==> config.mk <==
export PLATFORM = sky130hd
export DESIGN_NAME = accumulator_datapath_cycle_top
export DESIGN_NICKNAME = d
export VERILOG_FILES = /design/src/design/acc_dp_pkg.sv /design/src/design/accumulator_datapath_cycle_top.sv /design/src/design/acc_dp_ram.sv
export SDC_FILE = /design/constraint.sdc
export NUM_CORES = 1
export LEC_CHECK = 0
export ABC_AREA = 1
export BUFFER_PORTS_ARGS = -buffer_cell sky130_fd_sc_hd__buf_2
export CAP_MARGIN = 5
export CORE_MARGIN = 4
export CORE_UTILIZATION = 30
export CTS_CLUSTER_SIZE = 28
export DETAILED_ROUTE_END_ITERATION = 12
export SYNTH_ARGS = -nofsm -noshare
export SYNTH_HDL_FRONTEND = slang
export SYNTH_SLANG_ARGS = --single-unit
==> constraint.sdc <==
create_clock -name clk -period 3.35 [get_ports clk]
set_clock_uncertainty 0.05 [all_clocks]
set_input_delay 0.5025 -clock clk [delete_from_list [all_inputs] [get_ports clk]]
set_output_delay 0.5025 -clock clk [all_outputs]
set_load 0.01 [all_outputs]
==> src/design/acc_dp_pkg.sv <==
// acc_dp_pkg: shared codes, types and helpers for the accumulator machine datapath
// no dependencies; imported by accumulator_datapath_cycle_top
package acc_dp_pkg;

  typedef logic [1:0]  kind_t;
  typedef logic [15:0] sigset_t;
  typedef logic [2:0]  target_t;

  // request kinds
  localparam kind_t KIND_RUN        = 2'd0;
  localparam kind_t KIND_PRESET_REG = 2'd1;
  localparam kind_t KIND_PRESET_MEM = 2'd2;

  // preset targets
  localparam target_t TGT_A  = 3'd0;
  localparam target_t TGT_AK = 3'd1;
  localparam target_t TGT_L  = 3'd2;
  localparam target_t TGT_I  = 3'd3;
  localparam target_t TGT_S  = 3'd4;

  // control signal bit positions
  localparam int SIG_IL    = 0;
  localparam int SIG_WEL   = 1;
  localparam int SIG_WYL   = 2;
  localparam int SIG_WYAD  = 3;
  localparam int SIG_WEI   = 4;
  localparam int SIG_WEAK  = 5;
  localparam int SIG_DOD   = 6;
  localparam int SIG_ODE   = 7;
  localparam int SIG_PRZEP = 8;
  localparam int SIG_WYAK  = 9;
  localparam int SIG_WEJA  = 10;
  localparam int SIG_WEA   = 11;
  localparam int SIG_CZYT  = 12;
  localparam int SIG_PISZ  = 13;
  localparam int SIG_WES   = 14;
  localparam int SIG_WYS   = 15;

  localparam int SIGSET_W = 16;
  localparam int TARGET_W = 3;

  // pairs that fight over a bus, a latch or the memory port
  function automatic logic conflicting(input sigset_t s);
    logic [1:0] ops;
    ops = 2'(s[SIG_DOD]) + 2'(s[SIG_ODE]) + 2'(s[SIG_PRZEP]);
    return (s[SIG_CZYT] & s[SIG_PISZ]) | (s[SIG_WYAK] & s[SIG_WYS]) |
           (s[SIG_IL] & s[SIG_WEL]) | (s[SIG_WYL] & s[SIG_WYAD]) | (ops > 2'd1);
  endfunction

endpackage

==> src/design/accumulator_datapath_cycle_top.sv <==
// accumulator_datapath_cycle_top: one machine cycle of an accumulator computer per request
// depends on acc_dp_pkg and acc_dp_ram
//
// Each request on the in_ stream either runs one machine clock cycle from a 16-bit set of
// control signals (tuser kind run), presets one register (kind preset register) or presets
// one memory word (kind preset memory). Every request yields exactly one result on the out_
// stream: all registers and both held buses after the step, and a rejected flag set when
// the control set held a conflicting pair (such a set changes nothing). A request is taken
// into an input register and worked out, once the result register is free, by one pass of
// short logic into the state and result registers; one request is taken every clock while
// out_ is not stalled, and its result reaches out_ through the input and result registers.
// The 8-bit add or subtract and the bus muxes set the clock. Main memory is a ram of
// 2^ADDR_BITS words; its read at address register A is issued ahead, with a bypass for a
// write in the same cycle. Per-word valid bits, cleared at reset, make memory read as zero
// until written, so there is no clearing pass and requests are taken right after reset.
module accumulator_datapath_cycle_top #(
  parameter int ADDR_BITS = 5,
  parameter int DATA_BITS = 8
) (
  input  logic                   clk,
  input  logic                   rst_n,
  // in_tdata from bit 0: signal_set, preset_target, preset_value, preset_address, zero fill
  input  logic [((acc_dp_pkg::SIGSET_W + acc_dp_pkg::TARGET_W + DATA_BITS + ADDR_BITS + 7)
                 / 8) * 8 - 1:0] in_tdata,
  // in_tuser: kind
  input  acc_dp_pkg::kind_t      in_tuser,
  input  logic                   in_tvalid,
  output logic                   in_tready,
  // out_tdata from bit 0: address_reg, data_reg, instr_reg, counter_reg, acc_reg,
  // alu_in_reg, addr_bus_val, data_bus_val, zero fill
  output logic [((3 * ADDR_BITS + 5 * DATA_BITS + 7) / 8) * 8 - 1:0] out_tdata,
  // out_tuser: rejected
  output logic                   out_tuser,
  output logic                   out_tvalid,
  input  logic                   out_tready
);
  import acc_dp_pkg::*;

  localparam int OUT_TDATA_W = ((3 * ADDR_BITS + 5 * DATA_BITS + 7) / 8) * 8;
  localparam int TGT_LO      = SIGSET_W;
  localparam int VAL_LO      = TGT_LO + TARGET_W;
  localparam int ADR_LO      = VAL_LO + DATA_BITS;
  localparam int MEM_DEPTH   = 2 ** ADDR_BITS;
  localparam logic [ADDR_BITS-1:0] COUNT_STEP = ADDR_BITS'(1);

  // input register
  logic                 in_vld_r;
  kind_t                in_kind_r;
  sigset_t              in_sig_r;
  target_t              in_tgt_r;
  logic [DATA_BITS-1:0] in_val_r;
  logic [ADDR_BITS-1:0] in_adr_r;

  // machine state
  logic [ADDR_BITS-1:0] a_r, a_nxt;
  logic [DATA_BITS-1:0] s_r, s_nxt;
  logic [DATA_BITS-1:0] i_r, i_nxt;
  logic [ADDR_BITS-1:0] l_r, l_nxt;
  logic [DATA_BITS-1:0] ak_r, ak_nxt;
  logic [DATA_BITS-1:0] j_r, j_nxt;
  logic [ADDR_BITS-1:0] abus_r, abus_nxt;
  logic [DATA_BITS-1:0] dbus_r, dbus_nxt;

  // memory side
  logic [MEM_DEPTH-1:0] valid_r;
  logic                 mem_we;
  logic [ADDR_BITS-1:0] mem_waddr;
  logic [DATA_BITS-1:0] mem_wdata;
  logic [ADDR_BITS-1:0] rd_addr;
  logic [DATA_BITS-1:0] ram_q;
  logic                 rd_valid_r;
  logic                 byp_hit_r;
  logic [DATA_BITS-1:0] byp_data_r;
  logic [DATA_BITS-1:0] mem_word;

  // output register
  logic                   out_vld_r;
  logic [OUT_TDATA_W-1:0] out_data_r;
  logic                   out_rej_r;

  logic fire;
  logic is_run;
  logic conflict;
  logic run_ok;

  assign fire      = in_vld_r & (~out_vld_r | out_tready);
  assign in_tready = ~in_vld_r | fire;
  assign is_run    = (in_kind_r == KIND_RUN);
  assign conflict  = conflicting(in_sig_r);
  assign run_ok    = is_run & ~conflict;

  always_ff @(posedge clk) begin
    if (!rst_n) begin
      in_vld_r <= 1'b0;
    end else if (in_tvalid && in_tready) begin
      in_vld_r <= 1'b1;
    end else if (fire) begin
      in_vld_r <= 1'b0;
    end
  end

  always_ff @(posedge clk) begin
    if (in_tvalid && in_tready) begin
      in_kind_r <= in_tuser;
      in_sig_r  <= in_tdata[SIGSET_W-1:0];
      in_tgt_r  <= in_tdata[VAL_LO-1:TGT_LO];
      in_val_r  <= in_tdata[ADR_LO-1:VAL_LO];
      in_adr_r  <= in_tdata[ADR_LO+ADDR_BITS-1:ADR_LO];
    end
  end

  // word at address A as it stands this cycle
  assign mem_word = byp_hit_r ? byp_data_r : (rd_valid_r ? ram_q : '0);

  // one machine step: buses first, then all latches from the old values
  always_comb begin
    a_nxt    = a_r;
    s_nxt    = s_r;
    i_nxt    = i_r;
    l_nxt    = l_r;
    ak_nxt   = ak_r;
    j_nxt    = j_r;
    abus_nxt = abus_r;
    dbus_nxt = dbus_r;
    if (run_ok) begin
      if (in_sig_r[SIG_WYL])  abus_nxt = l_r;
      if (in_sig_r[SIG_WYAD]) abus_nxt = i_r[ADDR_BITS-1:0];
      if (in_sig_r[SIG_WYAK]) dbus_nxt = ak_r;
      if (in_sig_r[SIG_WYS])  dbus_nxt = s_r;

      if (in_sig_r[SIG_IL])   l_nxt = l_r + COUNT_STEP;
      if (in_sig_r[SIG_WEL])  l_nxt = abus_nxt;
      if (in_sig_r[SIG_WEI])  i_nxt = dbus_nxt;
      if (in_sig_r[SIG_WEA])  a_nxt = abus_nxt;
      if (in_sig_r[SIG_WEJA]) j_nxt = dbus_nxt;
      if (in_sig_r[SIG_WES])  s_nxt = dbus_nxt;
      // memory read wins over bus load
      if (in_sig_r[SIG_CZYT]) s_nxt = mem_word;

      // an operation overrides a plain load from JAML
      if (in_sig_r[SIG_DOD]) begin
        ak_nxt = ak_r + j_r;
      end else if (in_sig_r[SIG_ODE]) begin
        ak_nxt = ak_r - j_r;
      end else if (in_sig_r[SIG_PRZEP]) begin
        ak_nxt = dbus_nxt;
      end else if (in_sig_r[SIG_WEAK]) begin
        ak_nxt = j_r;
      end
    end else if (in_kind_r == KIND_PRESET_REG) begin
      case (in_tgt_r)
        TGT_A:   a_nxt  = in_val_r[ADDR_BITS-1:0];
        TGT_AK:  ak_nxt = in_val_r;
        TGT_L:   l_nxt  = in_val_r[ADDR_BITS-1:0];
        TGT_I:   i_nxt  = in_val_r;
        TGT_S:   s_nxt  = in_val_r;
        default: ;
      endcase
    end
  end

  // memory write: PISZ stores old S at old A, or a memory preset
  always_comb begin
    mem_we    = 1'b0;
    mem_waddr = a_r;
    mem_wdata = s_r;
    if (fire) begin
      if (run_ok && in_sig_r[SIG_PISZ]) begin
        mem_we = 1'b1;
      end else if (in_kind_r == KIND_PRESET_MEM) begin
        mem_we    = 1'b1;
        mem_waddr = in_adr_r;
        mem_wdata = in_val_r;
      end
    end
  end

  // read ahead at the address A will hold after this edge
  assign rd_addr = fire ? a_nxt : a_r;

  acc_dp_ram #(
    .WIDTH (DATA_BITS),
    .DEPTH (MEM_DEPTH)
  ) u_mem (
    .clk   (clk),
    .we    (mem_we),
    .waddr (mem_waddr),
    .wdata (mem_wdata),
    .raddr (rd_addr),
    .rdata (ram_q)
  );

  always_ff @(posedge clk) begin
    if (!rst_n) begin
      valid_r    <= '0;
      rd_valid_r <= 1'b0;
      byp_hit_r  <= 1'b0;
    end else begin
      if (mem_we) begin
        valid_r[mem_waddr] <= 1'b1;
      end
      rd_valid_r <= valid_r[rd_addr];
      byp_hit_r  <= mem_we & (mem_waddr == rd_addr);
    end
  end

  always_ff @(posedge clk) begin
    byp_data_r <= mem_wdata;
  end

  always_ff @(posedge clk) begin
    if (!rst_n) begin
      a_r    <= '0;
      s_r    <= '0;
      i_r    <= '0;
      l_r    <= '0;
      ak_r   <= '0;
      j_r    <= '0;
      abus_r <= '0;
      dbus_r <= '0;
    end else if (fire) begin
      a_r    <= a_nxt;
      s_r    <= s_nxt;
      i_r    <= i_nxt;
      l_r    <= l_nxt;
      ak_r   <= ak_nxt;
      j_r    <= j_nxt;
      abus_r <= abus_nxt;
      dbus_r <= dbus_nxt;
    end
  end

  // result register, parts the result side from the input side
  always_ff @(posedge clk) begin
    if (!rst_n) begin
      out_vld_r <= 1'b0;
    end else if (fire) begin
      out_vld_r <= 1'b1;
    end else if (out_tready) begin
      out_vld_r <= 1'b0;
    end
  end

  always_ff @(posedge clk) begin
    if (fire) begin
      out_data_r <= OUT_TDATA_W'({dbus_nxt, abus_nxt, j_nxt, ak_nxt, l_nxt, i_nxt, s_nxt,
                                  a_nxt});
      out_rej_r  <= is_run & conflict;
    end
  end

  assign out_tvalid = out_vld_r;
  assign out_tdata  = out_data_r;
  assign out_tuser  = out_rej_r;

  // a rejected set leaves A, S, AK, L and both buses as they were
  assert property (@(posedge clk) disable iff (!rst_n)
    (fire && is_run && conflict) |=>
      (a_r == $past(a_r) && s_r == $past(s_r) && ak_r == $past(ak_r) &&
       l_r == $past(l_r) && abus_r == $past(abus_r) && dbus_r == $past(dbus_r)))
    else $error("rejected control set changed state");

  // presets never move the buses
  assert property (@(posedge clk) disable iff (!rst_n)
    (fire && (in_kind_r == KIND_PRESET_REG || in_kind_r == KIND_PRESET_MEM)) |=>
      ($stable(abus_r) && $stable(dbus_r) && $stable(j_r)))
    else $error("preset request changed a bus or JAML");

  // state only moves when a request is worked out
  assert property (@(posedge clk) disable iff (!rst_n)
    !fire |=> ($stable(a_r) && $stable(ak_r) && $stable(l_r) && $stable(s_r)))
    else $error("state changed without a request");

  // a result never holds a rejection for a preset request
  assert property (@(posedge clk) disable iff (!rst_n)
    (fire && !is_run) |=> !out_rej_r)
    else $error("preset request reported as rejected");

endmodule

==> src/design/acc_dp_ram.sv <==
// acc_dp_ram: generic single-write, single-read ram with registered read data
// no dependencies; used for main memory of accumulator_datapath_cycle_top
module acc_dp_ram #(
  parameter int WIDTH = 8,
  parameter int DEPTH = 32
) (
  input  logic                     clk,
  input  logic                     we,
  input  logic [$clog2(DEPTH)-1:0] waddr,
  input  logic [WIDTH-1:0]         wdata,
  input  logic [$clog2(DEPTH)-1:0] raddr,
  output logic [WIDTH-1:0]         rdata
);

  logic [WIDTH-1:0] mem [DEPTH];

  always_ff @(posedge clk) begin
    if (we) begin
      mem[waddr] <= wdata;
    end
    rdata <= mem[raddr];
  end

endmodule
# Yosys cells after proc, flatten, opt, wreduce, memory -nomap -nowiden
# Memory sizes are Yosys's and may differ from the RTL's. A register that Yosys moved wholly into a read port is not among the register bits.
# Index checks and enable logic that the tools add are counted.
[totals] ff_bits=189 ram_bits=256 input_bits=38 output_inout_bits=59 mem_count=1
[op_classes] n_addsub=5 order_cmp=4 eq_ne=7 mux=55 bitwise_logic=18 reduce_logical=7
[memory_table] name="u_mem.mem" words=32 word_bits=8 rd=1 rd_ports_with_merged_regs=1 write_ports=1 line_no="acc_dp_ram.sv:15" source="logic [WIDTH-1:0] mem [DEPTH];"
[op_table] operator="8-bit 2-to-1 mux" n=26
[op_table] operator="5-bit 2-to-1 mux" n=16
[op_table] operator="32-bit OR" n=1
[op_table] operator="5-bit by 6-bit < comparator with 1-bit output (second input constant)" n=2
[op_table] operator="1-bit 2-to-1 mux" n=11
[op_table] operator="8-bit adder" n=1
[op_table] operator="1-bit bitwise AND" n=8
[op_table] operator="8-bit subtractor" n=1
[op_table] operator="3-bit by 2-bit == test with 1-bit output (second input constant)" n=2
[op_table] operator="1-bit OR" n=6
[op_table] operator="5-bit by 1-bit adder with 5-bit output (second input constant)" n=1
[op_table] operator="1-bit binary-select mux with 5-bit select" n=1
[op_table] operator="1-bit demux with 5-bit select" n=1
[op_table] operator="5-bit == test" n=1
[op_table] operator="5-bit by 1-bit greater-or-equal comparator with 1-bit output (second input constant)" n=1
[op_table] operator="2-bit nonzero test" n=2
[op_table] operator="3-bit by 1-bit == test with 1-bit output (second input constant)" n=1
[op_table] operator="3-bit == test (second input constant)" n=1
[op_table] operator="1-bit logical AND" n=3
[op_table] operator="3-bit logical NOT" n=1
[op_table] operator="1-bit inverter" n=3
[op_table] operator="1-bit by 1-bit adder with 2-bit output" n=1
[op_table] operator="2-bit by 1-bit adder with 2-bit output" n=1
[op_table] operator="2-bit by 1-bit == test with 1-bit output (second input constant)" n=1
[op_table] operator="other kinds (3)" n=3

# Logic depth before layout (Yosys ltp)
# Gate-level depths: netlist (run 1).
[depth] word_depth=15 depth_mapped=19 ltp_nobuf=17

# Hierarchy
# Synthesis (run 1) repeated with hierarchy kept, for this count alone.
[unflattened] hier_cells=2119 hier_area_um2=20403.3
[modules_own_cells] module="acc_dp_ram" instances=1 cells_per_inst=922 area_per_inst_um2=10786.6
[modules_own_cells] module="accumulator_datapath_cycle_top" instances=1 cells_per_inst=1197 area_per_inst_um2=9616.7

# Worst setup path after synthesis (run 1)
# OpenSTA, ideal clock, no wires.
[synth_timing] path_type="input -> register" start="input port out_tready" end="register out_data_r[0], in the netlist out_tdata[0], enable pin" t_arrival_ns=2.806 slack_ns=0.052 stages=6 n_path_buf=2 cell_sequence="inv_1 > nand2_1 > nand2_1 > inv_2 > clkbuf_1 > clkbuf_1"
[synth_between] elab_chain_cells=2
[synth_rtl] element="from (decl)" line_no="accumulator_datapath_cycle_top.sv:35" source="input logic out_tready"
[synth_rtl] element="1-bit OR" line_no="accumulator_datapath_cycle_top.sv:86" source="assign fire = in_vld_r & (~out_vld_r | out_tready);"
[synth_rtl] element="1-bit bitwise AND" line_no="accumulator_datapath_cycle_top.sv:86"
[synth_rtl] element="via fire" line_no="accumulator_datapath_cycle_top.sv:81" source="logic fire;"
[synth_rtl] element="to (signal assigned)" line_no="accumulator_datapath_cycle_top.sv:246" source="out_data_r <= OUT_TDATA_W'({dbus_nxt, abus_nxt, j_nxt, ak_nxt, l_nxt, i_nxt, s_nxt,"
[synth_rtl] element="to (decl)" line_no="accumulator_datapath_cycle_top.sv:78" source="logic [OUT_TDATA_W-1:0] out_data_r;"
# The timed path passes the listed nets, and every way through them passes these cells.
# A chain may end at the register's enable or synchronous reset.

# Final worst setup path (run 1)
[layout_timing] start="register in_sig_r[6]" end="register u_mem.rdata[3], read port of u_mem.mem"
[layout_between] elab_chain_cells=8
[layout_rtl] element="from (decl)" line_no="accumulator_datapath_cycle_top.sv:49" source="sigset_t in_sig_r;"
[layout_rtl] element="from (signal assigned)" line_no="accumulator_datapath_cycle_top.sv:105" source="in_sig_r <= in_tdata[SIGSET_W-1:0];"
[layout_rtl] element="1-bit by 1-bit adder with 2-bit output" line_no="acc_dp_pkg.sv:45" source="ops = 2'(s[SIG_DOD]) + 2'(s[SIG_ODE]) + 2'(s[SIG_PRZEP]);"
[layout_rtl] element="2-bit by 1-bit adder with 2-bit output" line_no="acc_dp_pkg.sv:45"
[layout_rtl] element="2-bit by 1-bit greater-than comparator with 1-bit output" line_no="acc_dp_pkg.sv:47" source="(s[SIG_IL] & s[SIG_WEL]) | (s[SIG_WYL] & s[SIG_WYAD]) | (ops > 2'd1);"
[layout_rtl] element="1-bit OR" line_no="acc_dp_pkg.sv:47"
[layout_rtl] element="1-bit inverter" line_no="accumulator_datapath_cycle_top.sv:90" source="assign run_ok = is_run & ~conflict;"
[layout_rtl] element="1-bit bitwise AND" line_no="accumulator_datapath_cycle_top.sv:90"
[layout_rtl] element="5-bit 2-to-1 mux" line_no="accumulator_datapath_cycle_top.sv:125" source="if (run_ok) begin"
[layout_rtl] element="via a_nxt[2]" line_no="accumulator_datapath_cycle_top.sv:55" source="logic [ADDR_BITS-1:0] a_r, a_nxt;"
[layout_rtl] element="5-bit 2-to-1 mux"
[layout_rtl] element="to (decl)" line_no="acc_dp_ram.sv:12" source="output logic [WIDTH-1:0] rdata"
# The timed path passes the listed nets, and every way through them passes these cells.

==> results of run 1 <==
## repair_timing
| action | 4_1_cts | 5_1_grt |
|---|---|---|
| hold buffers | 4 | 0 |
| hold endpoints to repair | 4 | 0 |
| gates resized for setup | 0 | 0 |
## logic make-up after synthesis
logic type / count (synthesis) / share of synthesized area [%]
compound gates: 295 / 7.55
xor+xnor: 4 / 0.167
fa+ha+maj: 18 / 1.14
buf+inv: 505 / 9.64
flops: 453 / 59.6
mux: 4 / 0.190
other cells: 1 / 0.0178
simple gates: 1011 / 21.7
## power by group through the flow
stage                     registers (uW)  logic [uW]  clock network, uW
after floorplan                     6440         854                  0
after global placement              6460        1370                  0
after detailed placement            6460        1380                  0
after CTS                           6340        1390               5610
after global routing                6360        1540               5820
final                               6340        1390               5490
## routing by layer
metal,GRT usage (%),vias up
met1,21.3,7508
met4,5.11,0
met2,25.0,554
met5,0,-
li1,-,7814
met3,2.51,103
## path summary, 6_finish.rpt
kind | start | end | depth (start not counted)
worst max-delay path | in_sig_r[6] | u_mem.rdata[3] | 16
worst min register to register | valid_r[14] | valid_r[14] | 2
worst min-delay path | in_tdata[26] | in_val_r[7] | 1
worst max register to register | in_sig_r[6] | u_mem.rdata[3] | 16
## layout by cell type, fill, tap and decap left out, types with 8 or more instances in the layout
master and n:
nand2_1 402, inv_1 381, edfxtp_1 346, nand3_1 344, nor2_1 170, o21ai_0 146, dfxtp_1 107, buf_2 95
a21oi_1 90, buf_4 72, nand3b_1 64, clkbuf_16 49, ha_1 16, a31oi_1 15, a211oi_1 10, clkbuf_1 10
buf_12 10, o211ai_1 9, nor3_1 9, nand2_2 8, clkinv_2 8
## flip-flops by register name (all words and copies together) (netlist names), 3 cells and up
signal and cells:
l_r 5, in_tgt_r 3, u_mem.rdata 8, valid_r 32
s_r 8, i_r 8, j_r 8, abus_r 5
ak_r 8, u_mem.mem 256, in_val_r 8, a_r 5
in_sig_r 16, out_tdata 55, in_adr_r 5, dbus_r 8
byp_data_r 8
## layout make-up
| class | count | area [um^2] | share of cell area [%] |
|---|---|---|---|
| tap | 931 | 1160 | 4.74 |
| clock inverter | 25 | 280 | 1.14 |
| timing repair buffer | 181 | 1260 | 5.11 |
| clock buffer | 66 | 1360 | 5.53 |
| multi-input combinational | 1333 | 6530 | 26.6 |
| inverter | 389 | 1460 | 5.95 |
| sequential | 453 | 12500 | 51.0 |
## through the flow
step	utilization [%]	cell area, um^2	cells	total power, uW
6_report	35.6	24600	3378	13200
3_5_place_dp	33.2	22900	3283	7840
5_1_grt	35.6	24600	3378	13700
2_1_floorplan	-	21000	2291	7290
3_3_place_gp	33.2	22900	3283	7840
4_1_cts	35.6	24600	3378	13300
==> results.cfg, run 1 <==
[status]
status = finished clean

[global_routing]
grt_max_degree = 118
grt_util_all_layers_pct = 15.5
grt_pass1_vias = 15200
grt.overflow.total = 0
grt_pass1_wl_um = 90000
antenna_found_initial = 0

[power_and_ir_drop]
power.density_nw_per_um2 = 538
combPwrFrac_pct = 10.5
p_leak_uw = 0.0103
power_frac_seq_pct = 48.0
clockPowerShare_pct = 41.5
netSwitchingFraction_pct = 25.1
ir_worst_vdd_uv = 355
p_int_uw = 9900
switching_power_uw = 3320

[route]
drt_first_pass_iters = 5
num_vias = 16000
met1_length_um = 26100
viasPerCell = 4.73
drtIter0Drc = 1624
wl_met3_um = 3880
wl_per_cell_um = 17.4
top_layer = met4
routed_wl_um = 58700
ant_nets = 0
met2_length_um = 27100
drc = 0

[job]
maxCapViolCount = 0

[critical_path]
ff2ff_setup_slack_ns = 0.26
slowest_delay_ns = 0.43
required_ns = 3.79
arrival_ns = 3.54
cp_num_buf_inv = 2
endpoint_kind = register
path_common_cell = nand2_1
crit_path_max_fanout = 18
cp_top_family = simple AND/OR/NAND/NOR gates
crit_chain = ha_1, nand2_1, nand2_1, nor2_4, nand3_4, nand2_1, nand2_1, nand2_1, nand2_1, inv_1, buf_4, nand3_1, nand3_1, nand2_1, nand2_1, nand2_1
crit_slowest_cell = inv_1
startpoint_type = register
worstSetupPathType = reg2reg

[hold_path]
hold_path_class = in2reg

[clock_network]
insertion_delay_ns = 0.61
cts.sinks = 453
postCtsSetupRepairBufs = 0
cts_tree = yes
numCtsBuffers = 49
path_clk_slew_ns = 0.06
clockRootBuffer = clkbuf_16
h-tree-depth = 2
clockBufferDepth = 3

[floorplan]
rows = 96
start_util_pct = 30.4
io_pins = 97
fp.dieH_um = 273
die_area_um2 = 74400
coreArea_um2 = 69100
die_w_um = 273

[synth]
synthesis.area_um2 = 21000
synth-edff-count = 346
ys_warn_count = 0
ys_types = 44
synth_most_common_cell = nand2_1
ys_async_sr_fraction_pct = 0
ys_ff_latch = 453
seq_area_frac_synth_pct = 59.6
netlist_top_cells_count = 405 x nand2_1, 383 x inv_1, 346 x edfxtp_1
synthCells = 2291
avgSynthCellArea_um2 = 9.18
synthesis.nets = 2347
synthFlopType = edfxtp_1
yosys.area.top_type = edfxtp_1
synth_area_leaders = edfxtp_1 49%, dfxtp_1 10%, nand3_1 8.2%, nand2_1 7.2%, inv_1 6.8%
synth_top_area_share_pct = 49.4

[timing]
final_max_slew_viol_count = 0
fin_crit_sh_pct = 92.4
fin_crit_ns = 3.09
hold_viol = 0
relSlewSlack_pct = 25.4
setup_violations = 0
setup_ws_ns = 0.256
worstMarginPinSlew_ns = 1.12
finalSetupTns_ns = 0
whs_ns = 0.0257
rsz0062_at_grt = false
fmax_mhz = 323

[layout]
drive_gt1_share_pct = 11.7
num-fill-cells = 6933
syn2layout_area_growth_pct = 16.9
diodes = 0
nNetsFinal = 2463

[placed_design]
gp_congestion = 0.881
dp_slack_ns = 0.322
place.port_buffers = 95
place_hpwl_um = 37600
Power figures use the tool's default switching activity.
==> inputs of run 2 (changes only) <==
--- a/config.mk
+++ b/config.mk
@@ -14,2 +14,3 @@
 export DETAILED_ROUTE_END_ITERATION = 12
+export RECOVER_POWER = 50
 export SYNTH_ARGS = -nofsm -noshare
==> constraint.sdc (replaced) <==
create_clock -name clk -period 3.35 [get_ports clk]
set_clock_uncertainty 0.05 [all_clocks]
set_input_delay 0 -clock clk [delete_from_list [all_inputs] [get_ports clk]]
set_output_delay 0 -clock clk [all_outputs]
set_load 0.01 [all_outputs]
==> results.cfg, run 2 (synthesized netlist as in run 1, its figures left out) <==
[timing]
setup_ws_ns = 0.265
setup_violations = 0
whs_ns = 0.0810
fmax_mhz = 324
hold_viol = 0
final_max_slew_viol_count = 35
fin_crit_sh_pct = 92.1
rsz0062_at_grt = false
relSlewSlack_pct = -20.0
finalSetupTns_ns = 0
fin_crit_ns = 3.09
worstMarginPinSlew_ns = 1.80

[clock_network]
insertion_delay_ns = 0.59
cts-resized-gates = 0
h-tree-depth = 2
clockRootBuffer = clkbuf_16
cts_tree = yes
path_clk_slew_ns = 0.06
numCtsBuffers = 48
postCtsSetupRepairBufs = 0
hold_buffers = 39
clockBufferDepth = 3
cts.sinks = 453

[layout]
final_cell_mix = 403 x nand2_1, 382 x inv_1, 346 x edfxtp_1, 344 x nand3_1, 170 x nor2_1
multi_input_area_um2 = 6510
top_register = u_mem.mem
drive_gt1_share_pct = 7.83
syn2layout_area_growth_pct = 17.4
nNetsFinal = 2494
stdcell_count = 3410
largest_reg_flops = 256
num-fill-cells = 7012
final_common_cell = nand2_1
seq_area_um2 = 12500

[route]
top_layer = met4
wl_per_cell_um = 18.1
num_vias = 16400
met2_length_um = 28100
drc = 0
drtIter0Drc = 1819
wl_met3_um = 4630
met1_length_um = 27500
viasPerCell = 4.80
drt_first_pass_iters = 6
ant_nets = 0
routed_wl_um = 61800

[critical_path]
required_ns = 3.82
r2r_end = u_mem.rdata[7]
worst-r2r-cell-count = 17
endpoint = u_mem.rdata[7]
ff2ff_setup_slack_ns = 0.26
crit_path_max_fanout = 72
worstSetupStartpoint = in_sig_r[6]
arrival_ns = 3.55
r2r-start = in_sig_r[6]
worstSetupPathType = reg2reg
startpoint_type = register
endpoint_kind = register

[floorplan]
start_util_pct = 30.4
fp.dieH_um = 273
rows = 96
coreArea_um2 = 69100
die_w_um = 273
die_area_um2 = 74400
io_pins = 97

[hold_path]
hold_path_class = in2reg

[power_and_ir_drop]
netSwitchingFraction_pct = 25.4
power.density_nw_per_um2 = 532
power_uw = 13100
power_frac_seq_pct = 48.5
p_int_uw = 9800
p_leak_uw = 0.0101
combPwrFrac_pct = 10.7
clockPowerShare_pct = 40.8
switching_power_uw = 3330
ir_worst_vdd_uv = 358

[placed_design]
dp_slack_ns = 0.363
dp.cells = 3280
gp_congestion = 0.876
place.port_buffers = 95
place_hpwl_um = 39600

[job]
maxCapViolCount = 1

[global_routing]
grt_pass1_wl_um = 94100
grt_pass1_vias = 15400
antenna_found_initial = 3
grt.overflow.total = 0
grt_util_all_layers_pct = 16.3
grt_max_degree = 118

[status]
violations = max-capacitance violations, max-slew violations
status = complete, but fails checks
==> run 2: cell types whose count changed in the layout (fill, tap and decap cells not counted), sizes merged <==
cell,before,now
clkbuf,66,155
clkinv,16,14
diode,0,2
bufinv,5,3
dlygate4sd3,4,39
buf,177,89
inv,392,390
==> run 2: final cells by class <==
cell class | count | share of cell area, %
inverter | 389 | 5.93
clock inverter | 19 | 0.720
antenna | 2 | 0.0203
tap | 931 | 4.72
clock buffer | 70 | 5.70
sequential | 453 | 50.8
timing repair buffer | 213 | 5.78
multi-input combinational | 1333 | 26.4
==> run 2: per-stage QoR <==
step / instance area, um^2 / utilization [%]
after floorplan: 21000 / -
after global placement: 22800 / 33.1
after detailed placement: 22800 / 33.1
after CTS: 24800 / 35.9
after global routing: 24700 / 35.7
final: 24700 / 35.7
==> run 2: worst min-delay path by stage <==
stage	start	to	depth (start not counted)
2_1_floorplan	in_tdata[27]	in_adr_r[0]	0
3_3_place_gp	in_tdata[21]	in_val_r[2]	1
3_5_place_dp	in_tdata[19]	in_val_r[0]	1
4_1_cts	in_tdata[5]	in_sig_r[5]	2
5_1_grt	in_tdata[4]	in_sig_r[4]	2
6_report	in_tdata[9]	in_sig_r[9]	2
==> run 2: critical path: stages, from the launching register on <==
cell and delay, ns:
edfxtp_1 0.39, ha_1 0.30, nand2_1 0.07, nand2_1 0.08, nor2_4 0.16, nand3_4 0.21, nor2_1 0.14, nand2_1 0.10
nand2_1 0.16, nand2_1 0.09, nand2_2 0.12, buf_12 0.30, nand3_1 0.17, nand3_1 0.17, nand3_1 0.18, nand2_1 0.12
nand2_1 0.06, nand2_1 0.07
==> run 2: power by group through the flow <==
stage | combinational [uW] | sequential [uW] | clock [uW]
after floorplan | 854 | 6440 | 0
final | 1400 | 6360 | 5360
after global routing | 1550 | 6370 | 5740
after detailed placement | 1390 | 6470 | 0
after CTS | 1420 | 6350 | 5480
after global placement | 1380 | 6470 | 0
==> run 2: per-layer routing <==
| metal | up-vias | global-route usage, % |
|---|---|---|
| met5 | - | 0 |
| met2 | 624 | 26.0 |
| met3 | 93 | 2.30 |
| li1 | 7874 | - |
| met1 | 7766 | 23.2 |
| met4 | 0 | 4.28 |
